[src/rtl/bcp_pkg.sv]
`timescale 1ns / 1ps
// ----------------------------------------------------------------------------
// bcp_pkg: shared types and constants of the balance control tick
// Field layout of the stream buses, microcode control word, datapath
// status and the fixed-point constants of the cascaded loops.
// ----------------------------------------------------------------------------
package bcp_pkg;

  // field widths
  localparam int SPD_W   = 16;
  localparam int ANG_W   = 17;
  localparam int RATE_W  = 16;
  localparam int STEER_W = 11;
  localparam int DRV_W   = 16;
  localparam int GAIN_W  = 32;
  localparam int FILT_W  = 18;
  localparam int INTEG_W = 15;
  localparam int TA_W    = 24;

  // datapath widths
  localparam int MUL_B_W = 26;
  localparam int PROD_W  = GAIN_W + MUL_B_W;
  localparam int ACC_W   = 60;
  localparam int BASE_W  = 36;
  localparam int LIM_W   = 38;
  localparam int DIV_N_W = 21;

  // stream payload layout, lowest bit first
  localparam int S_TDATA_W   = 96;
  localparam int M_TDATA_W   = 32;
  localparam int IN_TGT_LSB  = 0;
  localparam int IN_LSP_LSB  = IN_TGT_LSB + SPD_W;
  localparam int IN_RSP_LSB  = IN_LSP_LSB + SPD_W;
  localparam int IN_ANG_LSB  = IN_RSP_LSB + SPD_W;
  localparam int IN_RATE_LSB = IN_ANG_LSB + ANG_W;
  localparam int IN_STR_LSB  = IN_RATE_LSB + RATE_W;

  // configuration registers
  localparam int NUM_REGS  = 7;
  localparam int CFG_IDX_W = 3;
  localparam logic signed [GAIN_W-1:0] GAIN_RESET [NUM_REGS] = '{
    -32'sd17695, -32'sd66, 32'sd19660800, -32'sd327680,
    32'sd52429, -32'sd4587520, -32'sd9830
  };

  // loop constants
  localparam int INTEG_LIM   = 10000;
  localparam int CUTOFF_Q88  = 7680;
  localparam int CLEAR_Q88   = 10240;
  localparam int ANGLE_MAX   = 8388607;
  localparam int ANGLE_MIN   = -8388608;
  localparam int DRV_MAX     = 32767;
  localparam int DRV_MIN     = -32768;
  localparam int TA_SHIFT    = 8;
  localparam int UP_SHIFT    = 24;
  localparam int VEL_SHIFT   = 16;
  localparam int TURN_SHIFT  = 16;
  // divide by ten: floor(n * 1677722 / 2^24) is exact for n < 2^22
  localparam int DIV10_SHIFT = 24;
  localparam logic signed [GAIN_W-1:0] DIV10_RECIP = 32'sd1677722;

  // microcode
  localparam int PC_W = 5;

  typedef enum logic [2:0] {
    MA_SPD_P  = 3'd0,
    MA_SPD_I  = 3'd1,
    MA_UP_P   = 3'd2,
    MA_UP_D   = 3'd3,
    MA_TURN_P = 3'd4,
    MA_DRV_P  = 3'd5,
    MA_DRV_I  = 3'd6,
    MA_RECIP  = 3'd7
  } mul_a_t;

  typedef enum logic [2:0] {
    MB_DIVMAG,
    MB_SF,
    MB_SI,
    MB_DF,
    MB_DI,
    MB_RATE,
    MB_ANGERR,
    MB_STEER
  } mul_b_t;

  typedef enum logic [2:0] {
    ACC_HOLD,
    ACC_E1,
    ACC_SF_NUM,
    ACC_E2,
    ACC_DF_NUM,
    ACC_LOADP,
    ACC_ADDP,
    ACC_ADDP8
  } acc_op_t;

  typedef enum logic [3:0] {
    WB_NONE,
    WB_SF,
    WB_SI_INT,
    WB_SI_CLR,
    WB_DF,
    WB_DI_INT,
    WB_DI_CLR,
    WB_TA,
    WB_UP,
    WB_VEL,
    WB_OUT
  } wb_op_t;

  typedef enum logic [1:0] {
    JMP_NONE,
    JMP_TGT_NZ,
    JMP_NOT_BIG,
    JMP_END
  } jmp_t;

  typedef struct packed {
    logic            mul_en;
    mul_a_t          mul_a;
    mul_b_t          mul_b;
    acc_op_t         acc_op;
    wb_op_t          wb;
    jmp_t            jmp;
    logic [PC_W-1:0] target;
  } ctrl_word_t;

  localparam ctrl_word_t CW_NOP = '{
    mul_en: 1'b0, mul_a: MA_RECIP, mul_b: MB_DIVMAG, acc_op: ACC_HOLD,
    wb: WB_NONE, jmp: JMP_NONE, target: '0
  };

  typedef enum logic {
    SEQ_IDLE,
    SEQ_RUN
  } seq_state_t;

  typedef struct packed {
    logic en;    // execute the current control word
    logic load;  // capture a new input transaction
  } dp_ctl_t;

  typedef struct packed {
    logic tgt_nz;   // target speed is nonzero
    logic not_big;  // tilt within +-40 degrees
  } dp_status_t;

endpackage

[src/rtl/bcp_ucode_rom.sv]
`timescale 1ns / 1ps
// ----------------------------------------------------------------------------
// bcp_ucode_rom: microprogram of one control tick
// One control word per step; the sequencer walks it and takes the jumps.
// ----------------------------------------------------------------------------
module bcp_ucode_rom (
  input  logic [bcp_pkg::PC_W-1:0] pc,
  output bcp_pkg::ctrl_word_t      cw
);

  localparam logic [bcp_pkg::PC_W-1:0] STEP_DF_DIV = 5'd7;
  localparam logic [bcp_pkg::PC_W-1:0] STEP_UP_WB  = 5'd17;

  always_comb begin
    cw = bcp_pkg::CW_NOP;
    case (pc)
      5'd0: begin                       // e1 = mean speed - target
        cw.acc_op = bcp_pkg::ACC_E1;
      end
      5'd1: begin                       // 2*e1 + 8*sf
        cw.acc_op = bcp_pkg::ACC_SF_NUM;
      end
      5'd2: begin                       // /10 via reciprocal
        cw.mul_en = 1'b1;
        cw.mul_a  = bcp_pkg::MA_RECIP;
        cw.mul_b  = bcp_pkg::MB_DIVMAG;
      end
      5'd3: begin
        cw.wb = bcp_pkg::WB_SF;
      end
      5'd4: begin
        cw.wb     = bcp_pkg::WB_SI_INT;
        cw.acc_op = bcp_pkg::ACC_E2;
      end
      5'd5: begin                       // 3*e2 + 7*df, skip clear if target moving
        cw.acc_op = bcp_pkg::ACC_DF_NUM;
        cw.jmp    = bcp_pkg::JMP_TGT_NZ;
        cw.target = STEP_DF_DIV;
      end
      5'd6: begin
        cw.wb = bcp_pkg::WB_SI_CLR;
      end
      5'd7: begin
        cw.mul_en = 1'b1;
        cw.mul_a  = bcp_pkg::MA_RECIP;
        cw.mul_b  = bcp_pkg::MB_DIVMAG;
      end
      5'd8: begin
        cw.wb     = bcp_pkg::WB_DF;
        cw.mul_en = 1'b1;
        cw.mul_a  = bcp_pkg::MA_SPD_P;
        cw.mul_b  = bcp_pkg::MB_SF;
      end
      5'd9: begin
        cw.mul_en = 1'b1;
        cw.mul_a  = bcp_pkg::MA_SPD_I;
        cw.mul_b  = bcp_pkg::MB_SI;
        cw.acc_op = bcp_pkg::ACC_LOADP;
      end
      5'd10: begin
        cw.wb     = bcp_pkg::WB_DI_INT;
        cw.acc_op = bcp_pkg::ACC_ADDP;
      end
      5'd11: begin
        cw.wb     = bcp_pkg::WB_TA;
        cw.mul_en = 1'b1;
        cw.mul_a  = bcp_pkg::MA_DRV_P;
        cw.mul_b  = bcp_pkg::MB_DF;
      end
      5'd12: begin
        cw.mul_en = 1'b1;
        cw.mul_a  = bcp_pkg::MA_DRV_I;
        cw.mul_b  = bcp_pkg::MB_DI;
        cw.acc_op = bcp_pkg::ACC_LOADP;
      end
      5'd13: begin
        cw.acc_op = bcp_pkg::ACC_ADDP;
        cw.mul_en = 1'b1;
        cw.mul_a  = bcp_pkg::MA_UP_P;
        cw.mul_b  = bcp_pkg::MB_ANGERR;
      end
      5'd14: begin
        cw.wb     = bcp_pkg::WB_VEL;
        cw.mul_en = 1'b1;
        cw.mul_a  = bcp_pkg::MA_UP_D;
        cw.mul_b  = bcp_pkg::MB_RATE;
        cw.acc_op = bcp_pkg::ACC_LOADP;
      end
      5'd15: begin                      // keep drive integral unless tilt is large
        cw.acc_op = bcp_pkg::ACC_ADDP8;
        cw.mul_en = 1'b1;
        cw.mul_a  = bcp_pkg::MA_TURN_P;
        cw.mul_b  = bcp_pkg::MB_STEER;
        cw.jmp    = bcp_pkg::JMP_NOT_BIG;
        cw.target = STEP_UP_WB;
      end
      5'd16: begin
        cw.wb = bcp_pkg::WB_DI_CLR;
      end
      5'd17: begin
        cw.wb     = bcp_pkg::WB_UP;
        cw.acc_op = bcp_pkg::ACC_LOADP;
      end
      5'd18: begin
        cw.wb  = bcp_pkg::WB_OUT;
        cw.jmp = bcp_pkg::JMP_END;
      end
      default: begin
        cw.jmp = bcp_pkg::JMP_END;
      end
    endcase
  end

endmodule

[src/rtl/bcp_sequencer.sv]
`timescale 1ns / 1ps
// ----------------------------------------------------------------------------
// bcp_sequencer: step counter, jumps and stream handshakes
// Runs the microprogram once per input transaction and owns output valid.
// ----------------------------------------------------------------------------
module bcp_sequencer (
  input  logic                     clk,
  input  logic                     rst,
  input  logic                     s_tvalid,
  output logic                     s_tready,
  output logic                     m_tvalid,
  input  logic                     m_tready,
  input  bcp_pkg::ctrl_word_t      cw,
  input  bcp_pkg::dp_status_t      status,
  output logic [bcp_pkg::PC_W-1:0] pc,
  output bcp_pkg::dp_ctl_t         ctl
);

  bcp_pkg::seq_state_t        state, state_next;
  logic [bcp_pkg::PC_W-1:0]   pc_next;
  logic                       out_valid, out_valid_next;
  logic                       last, stall, accept, step_en, take;
  logic [bcp_pkg::PC_W-1:0]   pc_inc;

  assign s_tready = (state == bcp_pkg::SEQ_IDLE);
  assign m_tvalid = out_valid;

  always_ff @(posedge clk) begin
    if (rst) begin
      state     <= bcp_pkg::SEQ_IDLE;
      pc        <= '0;
      out_valid <= 1'b0;
    end else begin
      state     <= state_next;
      pc        <= pc_next;
      out_valid <= out_valid_next;
    end
  end

  always_comb begin
    last    = (cw.jmp == bcp_pkg::JMP_END);
    // final step waits while the previous result is still unclaimed
    stall   = last && out_valid && !m_tready;
    accept  = (state == bcp_pkg::SEQ_IDLE) && s_tvalid;
    step_en = (state == bcp_pkg::SEQ_RUN) && !stall;
    pc_inc  = pc + bcp_pkg::PC_W'(1);

    case (cw.jmp)
      bcp_pkg::JMP_TGT_NZ:  take = status.tgt_nz;
      bcp_pkg::JMP_NOT_BIG: take = status.not_big;
      default:              take = 1'b0;
    endcase

    state_next = state;
    pc_next    = pc;
    case (state)
      bcp_pkg::SEQ_IDLE: begin
        if (accept) begin
          state_next = bcp_pkg::SEQ_RUN;
          pc_next    = '0;
        end
      end
      bcp_pkg::SEQ_RUN: begin
        if (step_en) begin
          if (last) begin
            state_next = bcp_pkg::SEQ_IDLE;
            pc_next    = '0;
          end else if (take) begin
            pc_next = cw.target;
          end else begin
            pc_next = pc_inc;
          end
        end
      end
      default: begin
        state_next = bcp_pkg::SEQ_IDLE;
        pc_next    = '0;
      end
    endcase

    if (step_en && last) begin
      out_valid_next = 1'b1;
    end else if (m_tready) begin
      out_valid_next = 1'b0;
    end else begin
      out_valid_next = out_valid;
    end

    ctl.en   = step_en;
    ctl.load = accept;
  end

endmodule

[src/rtl/bcp_datapath.sv]
`timescale 1ns / 1ps
// ----------------------------------------------------------------------------
// bcp_datapath: shared multiplier, accumulator and loop state
// Gains, input latch, filter/integral state and the output register.
// ----------------------------------------------------------------------------
module bcp_datapath (
  input  logic                                clk,
  input  logic                                rst,
  input  bcp_pkg::ctrl_word_t                 cw,
  input  bcp_pkg::dp_ctl_t                    ctl,
  input  logic [bcp_pkg::S_TDATA_W-1:0]       in_data,
  input  logic                                cfg_we,
  input  logic [bcp_pkg::CFG_IDX_W-1:0]       cfg_index,
  input  logic [bcp_pkg::GAIN_W-1:0]          cfg_data,
  output bcp_pkg::dp_status_t                 status,
  output logic [bcp_pkg::M_TDATA_W-1:0]       out_data,
  output logic                                out_cut
);

  localparam int ACC_W   = bcp_pkg::ACC_W;
  localparam int FILT_W  = bcp_pkg::FILT_W;
  localparam int INTEG_W = bcp_pkg::INTEG_W;
  localparam int SPD_W   = bcp_pkg::SPD_W;
  localparam int ANG_W   = bcp_pkg::ANG_W;
  localparam int LIM_W   = bcp_pkg::LIM_W;
  localparam int DRV_W   = bcp_pkg::DRV_W;
  localparam int MUL_B_W = bcp_pkg::MUL_B_W;
  localparam int PROD_W  = bcp_pkg::PROD_W;

  localparam logic signed [ANG_W-1:0] CUT_POS = ANG_W'(bcp_pkg::CUTOFF_Q88);
  localparam logic signed [ANG_W-1:0] CUT_NEG = ANG_W'(-bcp_pkg::CUTOFF_Q88);
  localparam logic signed [ANG_W-1:0] BIG_POS = ANG_W'(bcp_pkg::CLEAR_Q88);
  localparam logic signed [ANG_W-1:0] BIG_NEG = ANG_W'(-bcp_pkg::CLEAR_Q88);

  // signed shift right rounding toward zero
  function automatic logic signed [ACC_W-1:0] trunc_shr(
    input logic signed [ACC_W-1:0] x,
    input logic [5:0]              sh
  );
    logic signed [ACC_W-1:0] bias;
    bias = x[ACC_W-1] ? ((ACC_W'(1) <<< sh) - ACC_W'(1)) : '0;
    return (x + bias) >>> sh;
  endfunction

  function automatic logic signed [INTEG_W-1:0] clamp_integ(
    input logic signed [FILT_W:0] x
  );
    if (x > (FILT_W+1)'(bcp_pkg::INTEG_LIM)) begin
      return INTEG_W'(bcp_pkg::INTEG_LIM);
    end else if (x < (FILT_W+1)'(-bcp_pkg::INTEG_LIM)) begin
      return INTEG_W'(-bcp_pkg::INTEG_LIM);
    end
    return INTEG_W'(x);
  endfunction

  function automatic logic signed [DRV_W-1:0] sat_drive(
    input logic signed [LIM_W-1:0] x
  );
    if (x > LIM_W'(bcp_pkg::DRV_MAX)) begin
      return DRV_W'(bcp_pkg::DRV_MAX);
    end else if (x < LIM_W'(bcp_pkg::DRV_MIN)) begin
      return DRV_W'(bcp_pkg::DRV_MIN);
    end
    return DRV_W'(x);
  endfunction

  // latched transaction
  logic signed [SPD_W-1:0]             tgt, lsp, rsp;
  logic signed [ANG_W-1:0]             ang;
  logic signed [bcp_pkg::RATE_W-1:0]   rate;
  logic signed [bcp_pkg::STEER_W-1:0]  steer;

  logic signed [bcp_pkg::GAIN_W-1:0]   gain [bcp_pkg::NUM_REGS];

  // loop state
  logic signed [FILT_W-1:0]            sf, df;
  logic signed [INTEG_W-1:0]           si, di;
  logic signed [bcp_pkg::TA_W-1:0]     ta;
  logic signed [bcp_pkg::BASE_W-1:0]   up, vel;

  logic signed [ACC_W-1:0]             acc, acc_next;
  logic signed [PROD_W-1:0]            prod;

  logic signed [bcp_pkg::GAIN_W-1:0]   a_op;
  logic signed [MUL_B_W-1:0]           b_op;
  logic signed [SPD_W:0]               wsum, whalf;
  logic signed [ACC_W-1:0]             acc_mag, sf_ext, df_ext, p_ext;
  logic [FILT_W-1:0]                   quo;
  logic signed [FILT_W:0]              quo_s;
  logic signed [FILT_W:0]              si_sum, di_sum;
  logic signed [ACC_W-1:0]             ta_raw, up_raw, vel_raw, turn_raw;
  logic signed [bcp_pkg::TA_W-1:0]     ta_sat;
  logic signed [LIM_W-1:0]             base, turn;
  logic signed [DRV_W-1:0]             ld_sat, rd_sat;
  logic                                cut;

  always_comb begin
    status.tgt_nz  = (tgt != '0);
    status.not_big = !((ang > BIG_POS) || (ang < BIG_NEG));
    cut            = (ang > CUT_POS) || (ang < CUT_NEG);

    case (cw.mul_a)
      bcp_pkg::MA_SPD_P:  a_op = gain[0];
      bcp_pkg::MA_SPD_I:  a_op = gain[1];
      bcp_pkg::MA_UP_P:   a_op = gain[2];
      bcp_pkg::MA_UP_D:   a_op = gain[3];
      bcp_pkg::MA_TURN_P: a_op = gain[4];
      bcp_pkg::MA_DRV_P:  a_op = gain[5];
      bcp_pkg::MA_DRV_I:  a_op = gain[6];
      default:            a_op = bcp_pkg::DIV10_RECIP;
    endcase

    acc_mag = acc[ACC_W-1] ? -acc : acc;
    case (cw.mul_b)
      bcp_pkg::MB_DIVMAG: b_op = MUL_B_W'({1'b0, acc_mag[bcp_pkg::DIV_N_W-1:0]});
      bcp_pkg::MB_SF:     b_op = MUL_B_W'(sf);
      bcp_pkg::MB_SI:     b_op = MUL_B_W'(si);
      bcp_pkg::MB_DF:     b_op = MUL_B_W'(df);
      bcp_pkg::MB_DI:     b_op = MUL_B_W'(di);
      bcp_pkg::MB_RATE:   b_op = MUL_B_W'(rate);
      bcp_pkg::MB_ANGERR: b_op = MUL_B_W'(ang) - MUL_B_W'(ta);
      default:            b_op = MUL_B_W'(steer);
    endcase

    // wheel mean, halved toward zero
    wsum   = (SPD_W+1)'(lsp) + (SPD_W+1)'(rsp);
    whalf  = (wsum + $signed({{SPD_W{1'b0}}, wsum[SPD_W]})) >>> 1;
    sf_ext = ACC_W'(sf);
    df_ext = ACC_W'(df);
    p_ext  = ACC_W'(prod);

    case (cw.acc_op)
      bcp_pkg::ACC_E1:     acc_next = ACC_W'(whalf) - ACC_W'(tgt);
      bcp_pkg::ACC_SF_NUM: acc_next = (acc <<< 1) + (sf_ext <<< 3);
      bcp_pkg::ACC_E2:     acc_next = ACC_W'(lsp) + ACC_W'(rsp) - ACC_W'(tgt);
      bcp_pkg::ACC_DF_NUM: acc_next = acc + (acc <<< 1) + (df_ext <<< 3) - df_ext;
      bcp_pkg::ACC_LOADP:  acc_next = p_ext;
      bcp_pkg::ACC_ADDP:   acc_next = acc + p_ext;
      bcp_pkg::ACC_ADDP8:  acc_next = acc + (p_ext <<< 8);
      default:             acc_next = acc;
    endcase

    // quotient of |numerator| / 10, sign restored from the numerator
    quo   = prod[bcp_pkg::DIV10_SHIFT +: FILT_W];
    quo_s = acc[ACC_W-1] ? -$signed({1'b0, quo}) : $signed({1'b0, quo});

    si_sum = (FILT_W+1)'(si) + (FILT_W+1)'(sf);
    di_sum = (FILT_W+1)'(di) + (FILT_W+1)'(df);

    ta_raw   = trunc_shr(acc, 6'(bcp_pkg::TA_SHIFT));
    up_raw   = trunc_shr(acc, 6'(bcp_pkg::UP_SHIFT));
    vel_raw  = trunc_shr(acc, 6'(bcp_pkg::VEL_SHIFT));
    turn_raw = trunc_shr(acc, 6'(bcp_pkg::TURN_SHIFT));

    if (ta_raw > ACC_W'(bcp_pkg::ANGLE_MAX)) begin
      ta_sat = bcp_pkg::TA_W'(bcp_pkg::ANGLE_MAX);
    end else if (ta_raw < ACC_W'(bcp_pkg::ANGLE_MIN)) begin
      ta_sat = bcp_pkg::TA_W'(bcp_pkg::ANGLE_MIN);
    end else begin
      ta_sat = bcp_pkg::TA_W'(ta_raw);
    end

    turn   = LIM_W'(turn_raw);
    base   = LIM_W'(up) - LIM_W'(vel);
    ld_sat = sat_drive(base + turn);
    rd_sat = sat_drive(base - turn);
  end

  // configuration and loop state
  always_ff @(posedge clk) begin
    if (rst) begin
      for (int k = 0; k < bcp_pkg::NUM_REGS; k++) begin
        gain[k] <= bcp_pkg::GAIN_RESET[k];
      end
      sf <= '0;
      si <= '0;
      df <= '0;
      di <= '0;
    end else begin
      if (cfg_we && (cfg_index < bcp_pkg::CFG_IDX_W'(bcp_pkg::NUM_REGS))) begin
        gain[cfg_index] <= cfg_data;
      end
      if (ctl.en) begin
        case (cw.wb)
          bcp_pkg::WB_SF:     sf <= FILT_W'(quo_s);
          bcp_pkg::WB_SI_INT: si <= clamp_integ(si_sum);
          bcp_pkg::WB_SI_CLR: si <= '0;
          bcp_pkg::WB_DF:     df <= FILT_W'(quo_s);
          bcp_pkg::WB_DI_INT: di <= clamp_integ(di_sum);
          bcp_pkg::WB_DI_CLR: di <= '0;
          default: ;
        endcase
      end
    end
  end

  // payload latch, accumulator, product, ta/up/vel and output registers
  always_ff @(posedge clk) begin
    if (ctl.load) begin
      tgt   <= $signed(in_data[bcp_pkg::IN_TGT_LSB  +: SPD_W]);
      lsp   <= $signed(in_data[bcp_pkg::IN_LSP_LSB  +: SPD_W]);
      rsp   <= $signed(in_data[bcp_pkg::IN_RSP_LSB  +: SPD_W]);
      ang   <= $signed(in_data[bcp_pkg::IN_ANG_LSB  +: ANG_W]);
      rate  <= $signed(in_data[bcp_pkg::IN_RATE_LSB +: bcp_pkg::RATE_W]);
      steer <= $signed(in_data[bcp_pkg::IN_STR_LSB  +: bcp_pkg::STEER_W]);
    end
    if (ctl.en) begin
      acc <= acc_next;
      if (cw.mul_en) begin
        prod <= PROD_W'(a_op) * PROD_W'(b_op);
      end
      case (cw.wb)
        bcp_pkg::WB_TA:  ta  <= ta_sat;
        bcp_pkg::WB_UP:  up  <= bcp_pkg::BASE_W'(up_raw);
        bcp_pkg::WB_VEL: vel <= bcp_pkg::BASE_W'(vel_raw);
        bcp_pkg::WB_OUT: begin
          out_cut  <= cut;
          out_data <= cut ? '0 : {rd_sat, ld_sat};
        end
        default: ;
      endcase
    end
  end

endmodule

[src/rtl/balance_cascade_pid_tick.sv]
`timescale 1ns / 1ps
// Each input transaction runs the microprogram at one microcode step a cycle, except that the
//   final step waits while a prior result is unclaimed; the integral-clear steps run only when
//   target speed is zero or tilt exceeds 40 degrees. A new tick is taken only after the last one
//   ends, as the single shared 32x26 multiplier is walked by the microprogram.
// Reset (rst, synchronous, active high): gains return to defaults, filter and integral
//   state clear to zero, no result pending, input ready.
// ----------------------------------------------------------------------------
// balance_cascade_pid_tick: cascaded PI/PD control tick of a balancing robot
// Microcoded sequencer over one multiply-accumulate datapath.
// ----------------------------------------------------------------------------
module balance_cascade_pid_tick (
  input  logic                              clk,
  input  logic                              rst,
  // input stream
  input  logic                              s_tvalid,
  output logic                              s_tready,
  // target_speed[15:0], left_speed[31:16], right_speed[47:32],
  // tilt_angle[64:48], tilt_rate[80:65], steer_command[91:81], zero fill
  input  logic [bcp_pkg::S_TDATA_W-1:0]     s_tdata,
  // result stream
  output logic                              m_tvalid,
  input  logic                              m_tready,
  // left_drive[15:0], right_drive[31:16]
  output logic [bcp_pkg::M_TDATA_W-1:0]     m_tdata,
  // tilt_cutoff
  output logic                              m_tuser,
  // gain register writes
  input  logic                              cfg_valid,
  output logic                              cfg_ready,
  input  logic [bcp_pkg::CFG_IDX_W-1:0]     cfg_index,
  input  logic [bcp_pkg::GAIN_W-1:0]        cfg_data
);

  logic [bcp_pkg::PC_W-1:0] pc;
  bcp_pkg::ctrl_word_t      cw;
  bcp_pkg::dp_ctl_t         ctl;
  bcp_pkg::dp_status_t      status;

  // Gain writes are taken in any cycle; the user must issue them only while idle, as the block does not enforce it.
  assign cfg_ready = 1'b1;

  // Program store: step counter in, control word out.
  bcp_ucode_rom u_rom (
    .pc (pc),
    .cw (cw)
  );

  // Step counter, conditional jumps and both stream handshakes. The input
  // side opens again as soon as a tick finishes, while its result can still
  // sit in the output register waiting for m_tready.
  bcp_sequencer u_seq (
    .clk      (clk),
    .rst      (rst),
    .s_tvalid (s_tvalid),
    .s_tready (s_tready),
    .m_tvalid (m_tvalid),
    .m_tready (m_tready),
    .cw       (cw),
    .status   (status),
    .pc       (pc),
    .ctl      (ctl)
  );

  // Shared multiplier (registered product), accumulator with the filter
  // numerators, divide-by-ten through a reciprocal multiply, truncating
  // shifts and the clamps. Loop state and gains live here too.
  bcp_datapath u_dp (
    .clk       (clk),
    .rst       (rst),
    .cw        (cw),
    .ctl       (ctl),
    .in_data   (s_tdata),
    .cfg_we    (cfg_valid && cfg_ready),
    .cfg_index (cfg_index),
    .cfg_data  (cfg_data),
    .status    (status),
    .out_data  (m_tdata),
    .out_cut   (m_tuser)
  );

endmodule

[config.mk]
export PLATFORM = sky130hd
export DESIGN_NAME = balance_cascade_pid_tick
export DESIGN_NICKNAME = d
export VERILOG_FILES = /design/src/rtl/bcp_pkg.sv /design/src/rtl/bcp_ucode_rom.sv /design/src/rtl/bcp_sequencer.sv /design/src/rtl/bcp_datapath.sv /design/src/rtl/balance_cascade_pid_tick.sv
export SDC_FILE = /design/constraint.sdc
export NUM_CORES = 2
export LEC_CHECK = 0
export BUFFER_PORTS_ARGS = -buffer_cell sky130_fd_sc_hd__buf_2
export CORE_UTILIZATION = 35
export DETAILED_ROUTE_END_ITERATION = 10
export GPL_TIMING_DRIVEN = 0
export PLACE_DENSITY = 0.49
export SKIP_LAST_GASP = 1
export SLEW_MARGIN = 20
export SYNTH_ARGS = -nofsm -noshare
export SYNTH_HDL_FRONTEND = slang
export SYNTH_HIERARCHICAL = 1
export SYNTH_SLANG_ARGS = --single-unit
[constraint.sdc]
create_clock -name clk -period 21.4 [get_ports clk]
set_clock_uncertainty 0.05 [all_clocks]
set_input_delay 0 -clock clk [delete_from_list [all_inputs] [get_ports clk]]
set_output_delay 0 -clock clk [all_outputs]
set_load 0.05 [all_outputs]
==> impl_metrics.toml <==
[layout]
drive_above_1_share_pct = 6.12
layout_commonest_cell = "inv_1"
nets = 12164
area_growth_pct = 12.8
mostFrequentLayoutCells = "1456 x inv_1, 1216 x nand2_1, 957 x fa_1"

[clock_tree]
cts_tree = "yes"
clock-sinks = 636
htreeDepth = 3
cts_root_buffer = "clkbuf_16"
path_clk_slew_ns = 0.06
insertion_delay_ns = 0.78
cts_buffer_depth = 3
numCtsBuffers = 81
cts_resized = 0
post-cts-setup-buffer-count = 0
hold_buffers = 262

[critical_path]
crit_top_cell = "fa_1"
cpPeakStageDelay_ns = 0.63
worstSetupStartpoint = "u_seq/pc[0]"
startpoint_type = "flop"
cp-end-kind = "flop"
required_ns = 21.82
critical_path_class = "flop to flop"
arrival_ns = 13.68
crit_fanout = 10
r2r-start = "u_seq/pc[0]"
cp_slowest_cell = "clkbuf_1"

[drt]
drt_iter0_drc = 6243
dr.pass1.iters = 5
wl_per_cell_um = 25.5
vias_per_cell = 5.44
vias = 75019
ant_nets = 0
drc = 0
drt_wl_total_um = 352000

[place]
dp_hpwl_um = 288000
globalplace.congestion = 0.979
port_buffers = 164

[synth]
ys_ff_latch = 636
synth_edf_count = 531
synth_nets = 11615
synth.cell_area_sq_um = 86900
async_flop_share_pct = 0
synth.area.top_cells = "fa_1 22%, edfxtp_1 18%, ha_1 9.7%, inv_1 6.3%, nand2_1 5.3%"
ys_types = 141
postSynthAreaPerCell_sq_um = 8.83
syn_inst = 9849
yosysTopAreaCell = "fa_1"
yosysSeqAreaShare_pct = 20.8
yosys_warnings = 6
synth_top_area_share_pct = 22.1
synth_ff_type = "edfxtp_1"

[grt]
grt_pass1_vias = 76692
grt_pass1_wl_um = 513000
antenna_found_initial = 8
grt_usage_pct = 27.8
grt_overflow = 0
grt_start_max_net_pins = 93

[sta]
fin_crit_sh_pct = 62.0
min_period_ns = 13.26
setup_viol = 0
rsz0062_at_grt = "no"
max_slew_margin_pct = 16.4
worst_pin_slew_ns = 1.25
fin_tns_setup_ns = 0
final-max-slew-violation-count = 0
hold_viol_final = 0
fmax_mhz = 75.4

[die]
io_pins = 172
start_util_pct = 35.3
placementRows = 182
die_y_um = 500
fp.dieW_um = 500
dieArea_sq_um = 250000
core_sq_um = 246000

[worst_hold_path]
hp-class = "input pin to flop"
holdCritStartpoint = "cfg_data[25]"

[run_status]
status = "finished clean"

[flow_run]
maxCapViolCount = 0
critical path, delay by kind of cell, from the launching register on:
family                     cells  cell delay (ns)
adders and majority gates      8             4.10
buffers and inverters         12             3.49
AOI/OAI and AO/OA             12             3.13
and+or+nand+nor                5             1.65
DFF                            1             0.39
xor gates and xnor gates       1             0.15
stage by stage:
stage	util (%)	hold WS (ns)	instance area (sq um)	worst slack (ns)	cells
after floorplan	-	0.0191	86900	11.39	9849
after global placement	37.3	0.127	91900	7.44	13325
after detailed placement	37.6	0.128	92600	8.21	13365
after CTS	39.8	0.00225	98100	8.18	13778
after global routing	39.8	0.0241	98100	7.54	13783
final	39.8	0.0379	98100	8.14	13784
synth_stat cells (all sizes together) (65+ instances only):
cell	n
o211ai	70
nor3	178
and2	111
nor2	635
a211oi	81
mux2i	80
a21o	204
fa	958
ha	672
a31oi	91
a221oi	65
xnor2	429
nand4	107
nand2	1217
inv	1459
o21ai	410
xor2	179
nand2b	117
o21a	69
buf	69
o21bai	70
a21oi	598
dfxtp	105
nor2b	115
edfxtp	531
nand3	145
clkbuf	336
metal layers:
| metal | up-vias | global-route usage, % | routed length [um] |
|---|---|---|---|
| li1 | 34348 | - | - |
| met1 | 37496 | 35.8 | 148000 |
| met2 | 2607 | 46.3 | 163000 |
| met3 | 566 | 3.40 | 20700 |
| met4 | 2 | 12.9 | 18900 |
| met5 | - | 0 | 12 |
sequential cells by signal, summed over array words and instances (netlist names), 24 cells and up:
name	cells
u_dp/vel	36
u_dp/gain	224
u_dp/acc	60
u_dp/prod	58
u_dp/out_data	32
u_dp/ta	24
u_dp/up	36
worst paths after layout:
check / endpoint / slack, ns / cells after the start
setup / recovery: u_dp/prod[56] / 8.14 / 38
hold / removal: u_dp/gain[4][25] / 0.04 / 3
hold reg to reg: u_dp/gain[6][5] / 0.41 / 2
setup reg to reg: u_dp/prod[56] / 8.14 / 38
layout make-up:
cell class / instances / area [sq um]
clock inverters: 47 / 617
inverters: 1467 / 5510
diodes: 6 / 15.0
plain buffers: 405 / 1700
well taps: 3312 / 4140
clock buffers: 104 / 2190
flip-flops and latches: 636 / 18100
repair buffers: 466 / 3950
fillers: 25089 / 148000
multi-input cells: 7341 / 61900
kinds of logic after synthesis:
group | count (synthesis) | synth area share (%)
simple gates | 2919 | 15.6
compound gates | 2057 | 15.8
buf+inv | 1872 | 8.27
fa+ha+maj | 1630 | 31.7
flops | 636 | 20.8
xor+xnor | 608 | 6.13
mux | 125 | 1.71
other cells | 2 | 0.00864
Power is not shown: default switching activity piles up to over one toggle a cycle in this logic, so the estimate is an artifact.
